<file path="src/atl_pkg.sv">
// types, constants and character-class helpers for the assembly token lexer
// no dependencies; used by every module of the block by scoped names
package atl_pkg;

  localparam int unsigned LINE_W    = 20;
  localparam int unsigned CHAR_W    = 8;
  localparam int unsigned OUTQ_DEPTH = 4;
  localparam int unsigned OUTQ_PTR_W = 2;
  localparam int unsigned OUTQ_CNT_W = 3;

  localparam logic [LINE_W-1:0] FIRST_LINE_RST = 20'd1;
  localparam logic [LINE_W-1:0] LINE_MAX       = 20'hFFFFF;

  localparam logic [CHAR_W-1:0] CH_NUL     = 8'h00;
  localparam logic [CHAR_W-1:0] CH_SLASH   = 8'h2F;
  localparam logic [CHAR_W-1:0] CH_PERCENT = 8'h25;
  localparam logic [CHAR_W-1:0] CH_MINUS   = 8'h2D;
  localparam logic [CHAR_W-1:0] CH_COMMA   = 8'h2C;
  localparam logic [CHAR_W-1:0] CH_SEMI    = 8'h3B;
  localparam logic [CHAR_W-1:0] CH_COLON   = 8'h3A;
  localparam logic [CHAR_W-1:0] CH_LPAREN  = 8'h28;
  localparam logic [CHAR_W-1:0] CH_RPAREN  = 8'h29;
  localparam logic [CHAR_W-1:0] CH_AT      = 8'h40;
  localparam logic [CHAR_W-1:0] CH_DOT     = 8'h2E;
  localparam logic [CHAR_W-1:0] CH_UNDER   = 8'h5F;
  localparam logic [CHAR_W-1:0] CH_NL      = 8'h0A;
  localparam logic [CHAR_W-1:0] CH_SPACE   = 8'h20;
  localparam logic [CHAR_W-1:0] CH_TAB     = 8'h09;
  localparam logic [CHAR_W-1:0] CH_CR      = 8'h0D;

  typedef enum logic [3:0] {
    KIND_DIRECTIVE = 4'd0,
    KIND_IDENT     = 4'd1,
    KIND_REGISTER  = 4'd2,
    KIND_NUMBER    = 4'd3,
    KIND_COMMA     = 4'd4,
    KIND_SEMI      = 4'd5,
    KIND_COLON     = 4'd6,
    KIND_LPAREN    = 4'd7,
    KIND_RPAREN    = 4'd8,
    KIND_AT        = 4'd9,
    KIND_END       = 4'd10
  } kind_e;

  typedef enum logic [1:0] {
    MODE_IDLE = 2'd0,
    MODE_WORD = 2'd1,
    MODE_REG  = 2'd2,
    MODE_NUM  = 2'd3
  } mode_e;

  typedef struct packed {
    logic [CHAR_W-1:0] text_char;
    logic              end_of_source;
  } in_word_t;

  typedef struct packed {
    logic [3:0]        token_kind;
    logic [CHAR_W-1:0] token_byte;
    logic              byte_valid;
    logic              token_done;
    logic [LINE_W-1:0] line_number;
    logic              last_of_run;
  } out_word_t;

  typedef struct packed {
    mode_e             mode;
    kind_e             kind;
    logic              slash;
    logic              comment;
    logic [LINE_W-1:0] line;
  } scan_state_t;

  function automatic logic is_alpha(input logic [CHAR_W-1:0] c);
    return (c >= 8'h61 && c <= 8'h7A) || (c >= 8'h41 && c <= 8'h5A);
  endfunction

  function automatic logic is_digit(input logic [CHAR_W-1:0] c);
    return c >= 8'h30 && c <= 8'h39;
  endfunction

  function automatic logic is_space(input logic [CHAR_W-1:0] c);
    return c == CH_SPACE || (c >= CH_TAB && c <= CH_CR);
  endfunction

endpackage

</file>
<file path="src/atl_step.sv">
// lexer step: next scan state and up to two result words for one byte
// depends on atl_pkg
module atl_step (
  input  atl_pkg::scan_state_t            state_i,
  input  atl_pkg::in_word_t               in_word_i,
  input  logic [atl_pkg::LINE_W-1:0]      first_line_i,
  output atl_pkg::scan_state_t            state_o,
  output atl_pkg::out_word_t              res0_o,
  output atl_pkg::out_word_t              res1_o,
  output logic [1:0]                      res_cnt_o
);

  logic [atl_pkg::CHAR_W-1:0] c;
  logic                       eos;
  logic                       cont;
  logic                       close_en;
  logic                       new_en;
  atl_pkg::out_word_t         close_res;
  atl_pkg::out_word_t         new_res;
  logic [atl_pkg::LINE_W-1:0] line_bump;

  assign c   = in_word_i.text_char;
  assign eos = in_word_i.end_of_source || (c == atl_pkg::CH_NUL);

  assign line_bump = (state_i.line == atl_pkg::LINE_MAX) ? state_i.line
                                                         : state_i.line + 1'b1;

  always_comb begin
    case (state_i.mode)
      atl_pkg::MODE_WORD: cont = atl_pkg::is_alpha(c) || atl_pkg::is_digit(c) ||
                                 c == atl_pkg::CH_DOT || c == atl_pkg::CH_UNDER;
      atl_pkg::MODE_REG:  cont = atl_pkg::is_alpha(c) || atl_pkg::is_digit(c) ||
                                 c == atl_pkg::CH_UNDER;
      atl_pkg::MODE_NUM:  cont = atl_pkg::is_digit(c) || c == atl_pkg::CH_DOT;
      default:            cont = 1'b0;
    endcase
  end

  always_comb begin
    state_o   = state_i;
    close_en  = 1'b0;
    new_en    = 1'b0;
    close_res = '0;
    new_res   = '0;
    close_res.token_kind  = state_i.kind;
    close_res.token_done  = 1'b1;
    close_res.line_number = state_i.line;
    new_res.line_number   = state_i.line;

    if (eos) begin
      close_en = (state_i.mode != atl_pkg::MODE_IDLE);
      new_en   = 1'b1;
      new_res.token_kind = atl_pkg::KIND_END;
      new_res.token_done = 1'b1;
      state_o.mode    = atl_pkg::MODE_IDLE;
      state_o.kind    = atl_pkg::KIND_DIRECTIVE;
      state_o.slash   = 1'b0;
      state_o.comment = 1'b0;
      state_o.line    = first_line_i;
    end else if (state_i.comment) begin
      if (c == atl_pkg::CH_NL) begin
        state_o.comment = 1'b0;
        state_o.line    = line_bump;
      end
    end else if (state_i.slash && c == atl_pkg::CH_SLASH) begin
      state_o.slash   = 1'b0;
      state_o.comment = 1'b1;
    end else if (state_i.mode != atl_pkg::MODE_IDLE && cont) begin
      // byte extends the open token
      state_o.slash      = 1'b0;
      new_en             = 1'b1;
      new_res.token_kind = state_i.kind;
      new_res.token_byte = c;
      new_res.byte_valid = 1'b1;
    end else begin
      state_o.slash = 1'b0;
      if (state_i.mode != atl_pkg::MODE_IDLE) begin
        close_en     = 1'b1;
        state_o.mode = atl_pkg::MODE_IDLE;
        state_o.kind = atl_pkg::KIND_DIRECTIVE;
      end
      new_res.token_byte = c;
      new_res.byte_valid = 1'b1;
      if (c == atl_pkg::CH_NL) begin
        state_o.line = line_bump;
      end else if (atl_pkg::is_space(c)) begin
        // dropped
      end else if (c == atl_pkg::CH_SLASH) begin
        state_o.slash = 1'b1;
      end else if (atl_pkg::is_alpha(c) || c == atl_pkg::CH_DOT ||
                   c == atl_pkg::CH_UNDER) begin
        new_en       = 1'b1;
        state_o.mode = atl_pkg::MODE_WORD;
        state_o.kind = (c == atl_pkg::CH_DOT) ? atl_pkg::KIND_DIRECTIVE
                                              : atl_pkg::KIND_IDENT;
        new_res.token_kind = state_o.kind;
      end else if (c == atl_pkg::CH_PERCENT) begin
        new_en             = 1'b1;
        state_o.mode       = atl_pkg::MODE_REG;
        state_o.kind       = atl_pkg::KIND_REGISTER;
        new_res.token_kind = atl_pkg::KIND_REGISTER;
      end else if (atl_pkg::is_digit(c) || c == atl_pkg::CH_MINUS) begin
        new_en             = 1'b1;
        state_o.mode       = atl_pkg::MODE_NUM;
        state_o.kind       = atl_pkg::KIND_NUMBER;
        new_res.token_kind = atl_pkg::KIND_NUMBER;
      end else begin
        // punctuation is a lone done word
        new_res.token_byte = '0;
        new_res.byte_valid = 1'b0;
        new_res.token_done = 1'b1;
        new_en             = 1'b1;
        case (c)
          atl_pkg::CH_COMMA:  new_res.token_kind = atl_pkg::KIND_COMMA;
          atl_pkg::CH_SEMI:   new_res.token_kind = atl_pkg::KIND_SEMI;
          atl_pkg::CH_COLON:  new_res.token_kind = atl_pkg::KIND_COLON;
          atl_pkg::CH_LPAREN: new_res.token_kind = atl_pkg::KIND_LPAREN;
          atl_pkg::CH_RPAREN: new_res.token_kind = atl_pkg::KIND_RPAREN;
          atl_pkg::CH_AT:     new_res.token_kind = atl_pkg::KIND_AT;
          default:            new_en = 1'b0;
        endcase
      end
    end
  end

  // close word goes first, the new token's word after it
  always_comb begin
    res_cnt_o = {1'b0, close_en} + {1'b0, new_en};
    res0_o    = close_en ? close_res : new_res;
    res1_o    = new_res;
    res0_o.last_of_run = (res_cnt_o == 2'd1);
    res1_o.last_of_run = 1'b1;
  end

endmodule

</file>
<file path="src/atl_outq.sv">
// result queue: takes up to two words per cycle, hands out one per cycle while out_stall_i is low
// depends on atl_pkg
module atl_outq (
  input  logic                             clk_i,
  input  logic                             rst_ni,
  input  logic [1:0]                       wr_cnt_i,
  input  atl_pkg::out_word_t               wr0_i,
  input  atl_pkg::out_word_t               wr1_i,
  output logic                             room_o,
  output logic                             out_valid_o,
  input  logic                             out_stall_i,
  output atl_pkg::out_word_t               out_word_o
);

  atl_pkg::out_word_t                  mem_q [atl_pkg::OUTQ_DEPTH];
  logic [atl_pkg::OUTQ_PTR_W-1:0]      rptr_q, rptr_d;
  logic [atl_pkg::OUTQ_PTR_W-1:0]      wptr_q, wptr_d;
  logic [atl_pkg::OUTQ_CNT_W-1:0]      cnt_q, cnt_d;
  logic [atl_pkg::OUTQ_PTR_W-1:0]      wptr_p1;
  logic                                pop;

  assign out_valid_o = (cnt_q != '0);
  assign out_word_o  = mem_q[rptr_q];
  assign pop         = out_valid_o && !out_stall_i;
  assign room_o      = (cnt_q <= atl_pkg::OUTQ_CNT_W'(atl_pkg::OUTQ_DEPTH - 2));
  assign wptr_p1     = wptr_q + 1'b1;

  always_comb begin
    rptr_d = pop ? rptr_q + 1'b1 : rptr_q;
    wptr_d = wptr_q + atl_pkg::OUTQ_PTR_W'(wr_cnt_i);
    cnt_d  = cnt_q + atl_pkg::OUTQ_CNT_W'(wr_cnt_i) - atl_pkg::OUTQ_CNT_W'(pop);
  end

  always_ff @(posedge clk_i or negedge rst_ni) begin
    if (!rst_ni) begin
      rptr_q <= '0;
      wptr_q <= '0;
      cnt_q  <= '0;
    end else begin
      rptr_q <= rptr_d;
      wptr_q <= wptr_d;
      cnt_q  <= cnt_d;
    end
  end

  always_ff @(posedge clk_i) begin
    if (wr_cnt_i != 2'd0) begin
      mem_q[wptr_q] <= wr0_i;
    end
    if (wr_cnt_i == 2'd2) begin
      mem_q[wptr_p1] <= wr1_i;
    end
  end

endmodule

</file>
<file path="src/assembly_token_lexer_unit.sv">
// top level of the assembly token lexer: input register, scan state, result queue
// depends on atl_pkg, atl_step and atl_outq
//
// Source bytes enter one word per cycle through an input register while
// in_stall_o is low; the scan state (open token kind, pending slash, comment
// flag, line count) updates in the same cycle a byte is processed, and the
// result words it causes (none, one or two) go into a four-entry result queue.
// A byte is taken every cycle while the queue has room for two words; the
// output port drains one word per cycle while out_stall_i is low.
// Writing first_line also reloads the line count; end of source (or byte 0)
// closes any open token, emits an End token and restores idle, line = first_line.
module assembly_token_lexer_unit (
  input  logic                        clk_i,
  input  logic                        rst_ni,
  input  logic                        in_valid_i,
  output logic                        in_stall_o,
  input  atl_pkg::in_word_t           in_word_i,
  output logic                        out_valid_o,
  input  logic                        out_stall_i,
  output atl_pkg::out_word_t          out_word_o,
  input  logic                        cfg_we_i,
  input  logic [atl_pkg::LINE_W-1:0]  cfg_wdata_i
);

  logic                       in_vld_q;
  atl_pkg::in_word_t          in_q;
  logic [atl_pkg::LINE_W-1:0] first_line_q;
  atl_pkg::scan_state_t       state_q, state_d;
  atl_pkg::scan_state_t       step_state;
  atl_pkg::out_word_t         res0, res1;
  logic [1:0]                 res_cnt;
  logic [1:0]                 wr_cnt;
  logic                       room;
  logic                       go;

  assign go         = in_vld_q && room;
  assign in_stall_o = in_vld_q && !room;
  assign wr_cnt     = go ? res_cnt : 2'd0;

  always_ff @(posedge clk_i or negedge rst_ni) begin
    if (!rst_ni) begin
      in_vld_q <= 1'b0;
    end else if (!in_stall_o) begin
      in_vld_q <= in_valid_i;
    end
  end

  always_ff @(posedge clk_i) begin
    if (in_valid_i && !in_stall_o) begin
      in_q <= in_word_i;
    end
  end

  atl_step u_step (
    .state_i      (state_q),
    .in_word_i    (in_q),
    .first_line_i (first_line_q),
    .state_o      (step_state),
    .res0_o       (res0),
    .res1_o       (res1),
    .res_cnt_o    (res_cnt)
  );

  always_comb begin
    state_d = state_q;
    if (cfg_we_i) begin
      state_d.line = cfg_wdata_i;
    end else if (go) begin
      state_d = step_state;
    end
  end

  always_ff @(posedge clk_i or negedge rst_ni) begin
    if (!rst_ni) begin
      first_line_q  <= atl_pkg::FIRST_LINE_RST;
      state_q.mode    <= atl_pkg::MODE_IDLE;
      state_q.kind    <= atl_pkg::KIND_DIRECTIVE;
      state_q.slash   <= 1'b0;
      state_q.comment <= 1'b0;
      state_q.line    <= atl_pkg::FIRST_LINE_RST;
    end else begin
      if (cfg_we_i) begin
        first_line_q <= cfg_wdata_i;
      end
      state_q <= state_d;
    end
  end

  atl_outq u_outq (
    .clk_i       (clk_i),
    .rst_ni      (rst_ni),
    .wr_cnt_i    (wr_cnt),
    .wr0_i       (res0),
    .wr1_i       (res1),
    .room_o      (room),
    .out_valid_o (out_valid_o),
    .out_stall_i (out_stall_i),
    .out_word_o  (out_word_o)
  );

endmodule

</file>
<file path="config.mk">
export PLATFORM = sky130hd
export DESIGN_NAME = assembly_token_lexer_unit
export DESIGN_NICKNAME = d
export VERILOG_FILES = /design/src/atl_pkg.sv /design/src/atl_step.sv /design/src/atl_outq.sv /design/src/assembly_token_lexer_unit.sv
export SDC_FILE = /design/constraint.sdc
export NUM_CORES = 1
export LEC_CHECK = 0
export BUFFER_PORTS_ARGS = -buffer_cell sky130_fd_sc_hd__buf_2
export CORE_MARGIN = 3
export CORE_UTILIZATION = 45
export CTS_CLUSTER_SIZE = 30
export DETAILED_ROUTE_END_ITERATION = 16
export PLACE_DENSITY = 0.74
export SLEW_MARGIN = 20
export SYNTH_ARGS = -nofsm -noshare
export SYNTH_HDL_FRONTEND = slang
export SYNTH_SLANG_ARGS = --single-unit
</file>
<file path="constraint.sdc">
create_clock -name clk_i -period 11.8 [get_ports clk_i]
set_clock_uncertainty 0.15 [all_clocks]
set_input_delay 1.77 -clock clk_i [delete_from_list [all_inputs] [get_ports clk_i]]
set_output_delay 1.77 -clock clk_i [all_outputs]
set_load 0.01 [all_outputs]
</file>
==> impl_metrics.yaml <==
floorplan:
  dieWidth_microns: 156
  die-area_sq_mm: 0.0243
  num_rows: 54
  design.portCount: 71
  initial_core_util_pct: 45.9
  die_h_microns: 156
  core_area_sq_mm: 0.0220
sta:
  drv_slew: 0
  period_share_pct: 43.7
  fin_crit_ns: 5.16
  tightestPinTransition_ns: 1.10
  setup-tns-final_ns: 0
  hold_viol: 0
  setup_viol: 0
  fmax_ghz: 0.194
  rsz0062_at_grt: "no"
  maxSlewHeadroom_pct: 26.3
  hold_slack_ns: 0.352
placement:
  dp_hpwl_mm: 14.7
  gp_routability_congestion: 0.897
  port_buffers: 70
  place_inst: 1151
detailed_routing:
  via_count: 6880
  routedWlPerCell_microns: 18.4
  drt_first_iter_violations: 814
  finalWirelength_mm: 21.9
  drc: 0
  ant_nets: 0
  vias_per_cell: 5.78
  firstDrtPassIters: 5
clock_network:
  postCtsResizedCells: 0
  cts_buffers: 22
  root_buffer: "clkbuf_16"
  cts_tree: "built"
  insertion_delay_ns: 0.50
  cts_setup_buffers: 0
  htree_levels: 1
  clock_path_buffers: 3
  clkSlewWorstSetupHoldPaths_ns: 0.06
  hold_buffers: 0
  cts.sinks: 205
worst_setup_path:
  crit_chain: "nor3_1 -> a21oi_1 -> a2111o_1 -> a31o_2 -> a21oi_4 -> ha_1 -> nand2_1 -> nor3_1 -> nand2_1 -> and2_1 -> buf_4 -> inv_1 -> buf_4"
  worstPathBufferInverterCount: 3
  crit_required_ns: 11.82
  max_stage_delay_ns: 0.59
  cpMaxStageDelayCell: "edfxtp_1"
  worstPathMaxFanout: 22
  end_kind: "register"
  cp-start-kind: "register"
  crit_family: "compound AO/OA/AOI/OAI gates"
  cp.arrival_ns: 5.17
  crit_type: "reg -> reg"
layout:
  final_core_util_pct: 51.8
  syn2layout_area_growth_pct: 12.7
  final_cell_count_no_fill: 1191
  layout-drive-gt1-share_pct: 19.5
  finish.net_count: 940
  num_antenna_cells: 0
global_routing:
  grt.total_usage_pct: 18.2
  grt_pass1_wl_mm: 36.1
  grt_pass1_vias: 6760
  grt_overflow: 0
  antenna_found_initial: 0
  grt_max_degree: 57
logic_synthesis:
  synth_edf_count: 145
  syn_area_sq_mm: 0.0101
  synth.area.top_cells: "edfxtp_1 43%, dfrtp_1 13%, mux4_2 7.8%, and2_1 3.0%, nand2_1 2.6%"
  ys_ff_latch: 205
  yosysWarnings: 0
  seq_area_frac_synth_pct: 57.9
  netlist_instances: 841
  synth_top_flop_cell: "edfxtp_1"
  yosysTopAreaCellShare_pct: 43.2
  synth.most_common_cell: "edfxtp_1"
  syn_area_per_cell_sq_um: 12.0
  netlist-cell-type-count: 74
  synth_common_cells: "145 x edfxtp_1, 70 x nand2_1, 65 x nor2_1"
  yosysTopAreaCell: "edfxtp_1"
  synthArstFlopShare_pct: 27.3
power:
  ir_drop_mv: 0.126
  p_per_area_mw_per_mm2: 239
  p_leak_uw: 0.00416
job:
  maxCapViolCount: 0
hold_path:
  holdCritPathClass: "reg -> reg"
status:
  outcome: "finished, final reports clean"
[registers in the layout, indices dropped and copies added (netlist names)]
signal         flops
in_q               9
u_outq.cnt_q       3
u_outq.mem_q     140
in_vld_q           1
u_outq.wptr_q      2
state_q           28
u_outq.rptr_q      2
first_line_q      20
[per-stage QoR]
step	power, uW	setup WS (ns)	cell area, sq um
6_report	2710	6.64	11400
3_5_place_dp	2050	6.74	10600
4_1_cts	2730	6.72	11400
2_1_floorplan	1750	7.22	10100
5_1_grt	2880	6.36	11400
3_3_place_gp	2030	6.87	10600
[path summary, 6_finish.rpt]
| path | cells past startpoint | slack [ns] | startpoint | end |
|---|---|---|---|---|
| worst min-delay path | 2 | 0.35 | first_line_q[0] | first_line_q[0] |
| worst min register to register | 2 | 0.35 | first_line_q[0] | first_line_q[0] |
| worst max-delay path | 13 | 6.64 | in_q[2] | u_outq.mem_q[0][34] |
| max in group asynchronous | 2 | 9.73 | rst_ni | u_outq.rptr_q[0] |
| worst max register to register | 13 | 6.64 | in_q[2] | u_outq.mem_q[0][34] |
| min in group asynchronous | 2 | 1.26 | rst_ni | u_outq.cnt_q[0] |
[worst reg2reg max path: stages, from the launching register on]
cell      delay (ns)
edfxtp_1        0.59
nor3_1          0.38
a21oi_1         0.17
a2111o_1        0.47
a31o_2          0.27
a21oi_4         0.51
ha_1            0.35
nand2_1         0.19
nor3_1          0.30
nand2_1         0.19
and2_1          0.18
buf_4           0.21
inv_1           0.45
buf_4           0.41
[area by class of cell]
type                            count  area [sq um]
Multi-Input combinational cell    556          3930
Fill cell                        1873         10600
Sequential cell                   205          5840
Timing Repair Buffer               78           410
Clock buffer                       27           601
Tap cell                          280           350
Clock inverter                     13           120
Inverter                           32           120
[cells in the final DEF, fill, tap and decap left out, drive strengths merged, types with 17 or more instances in the layout]
cell	count
dfrtp	54
nor2b	21
mux4	35
a21oi	45
a31oi	19
nor2	65
nand2	74
edfxtp	145
buf	78
o21ai	48
clkbuf	27
and2	48
inv	33
o22ai	17
[layer usage]
| metal | wire length [microns] | GRT usage (%) | part of all wire, % | vias to the layer above |
|---|---|---|---|---|
| met4 | 282 | 4.29 | 1.3 | 0 |
| met3 | 1450 | 2.52 | 6.6 | 24 |
| met5 | 0 | 0 | 0 | - |
| met2 | 10200 | 28.0 | 47 | 254 |
| met1 | 9980 | 27.8 | 45 | 3342 |
| li1 | - | - | - | 3260 |
[logic make-up (layout without fill, tap and decap cells)]
logic type                 after synthesis  count (layout)  share of synthesized area (%)
buffers and inverters                   83             150                           3.50
DFF                                    205             205                           57.9
xor gates and xnor gates                 7               7                          0.608
other                                    1               4                         0.0372
muxes                                   45              45                           8.92
adders and majority gates               11              11                           1.44
AOI/OAI and AO/OA                      195             195                           12.7
and+or+nand+nor                        294             294                           15.0
[where the power goes]
group	switching (uW)	total, uW	internal [uW]
clock network	272	678	406
registers	129	1100	972
logic	562	933	371
Power figures use the tool's default switching activity.
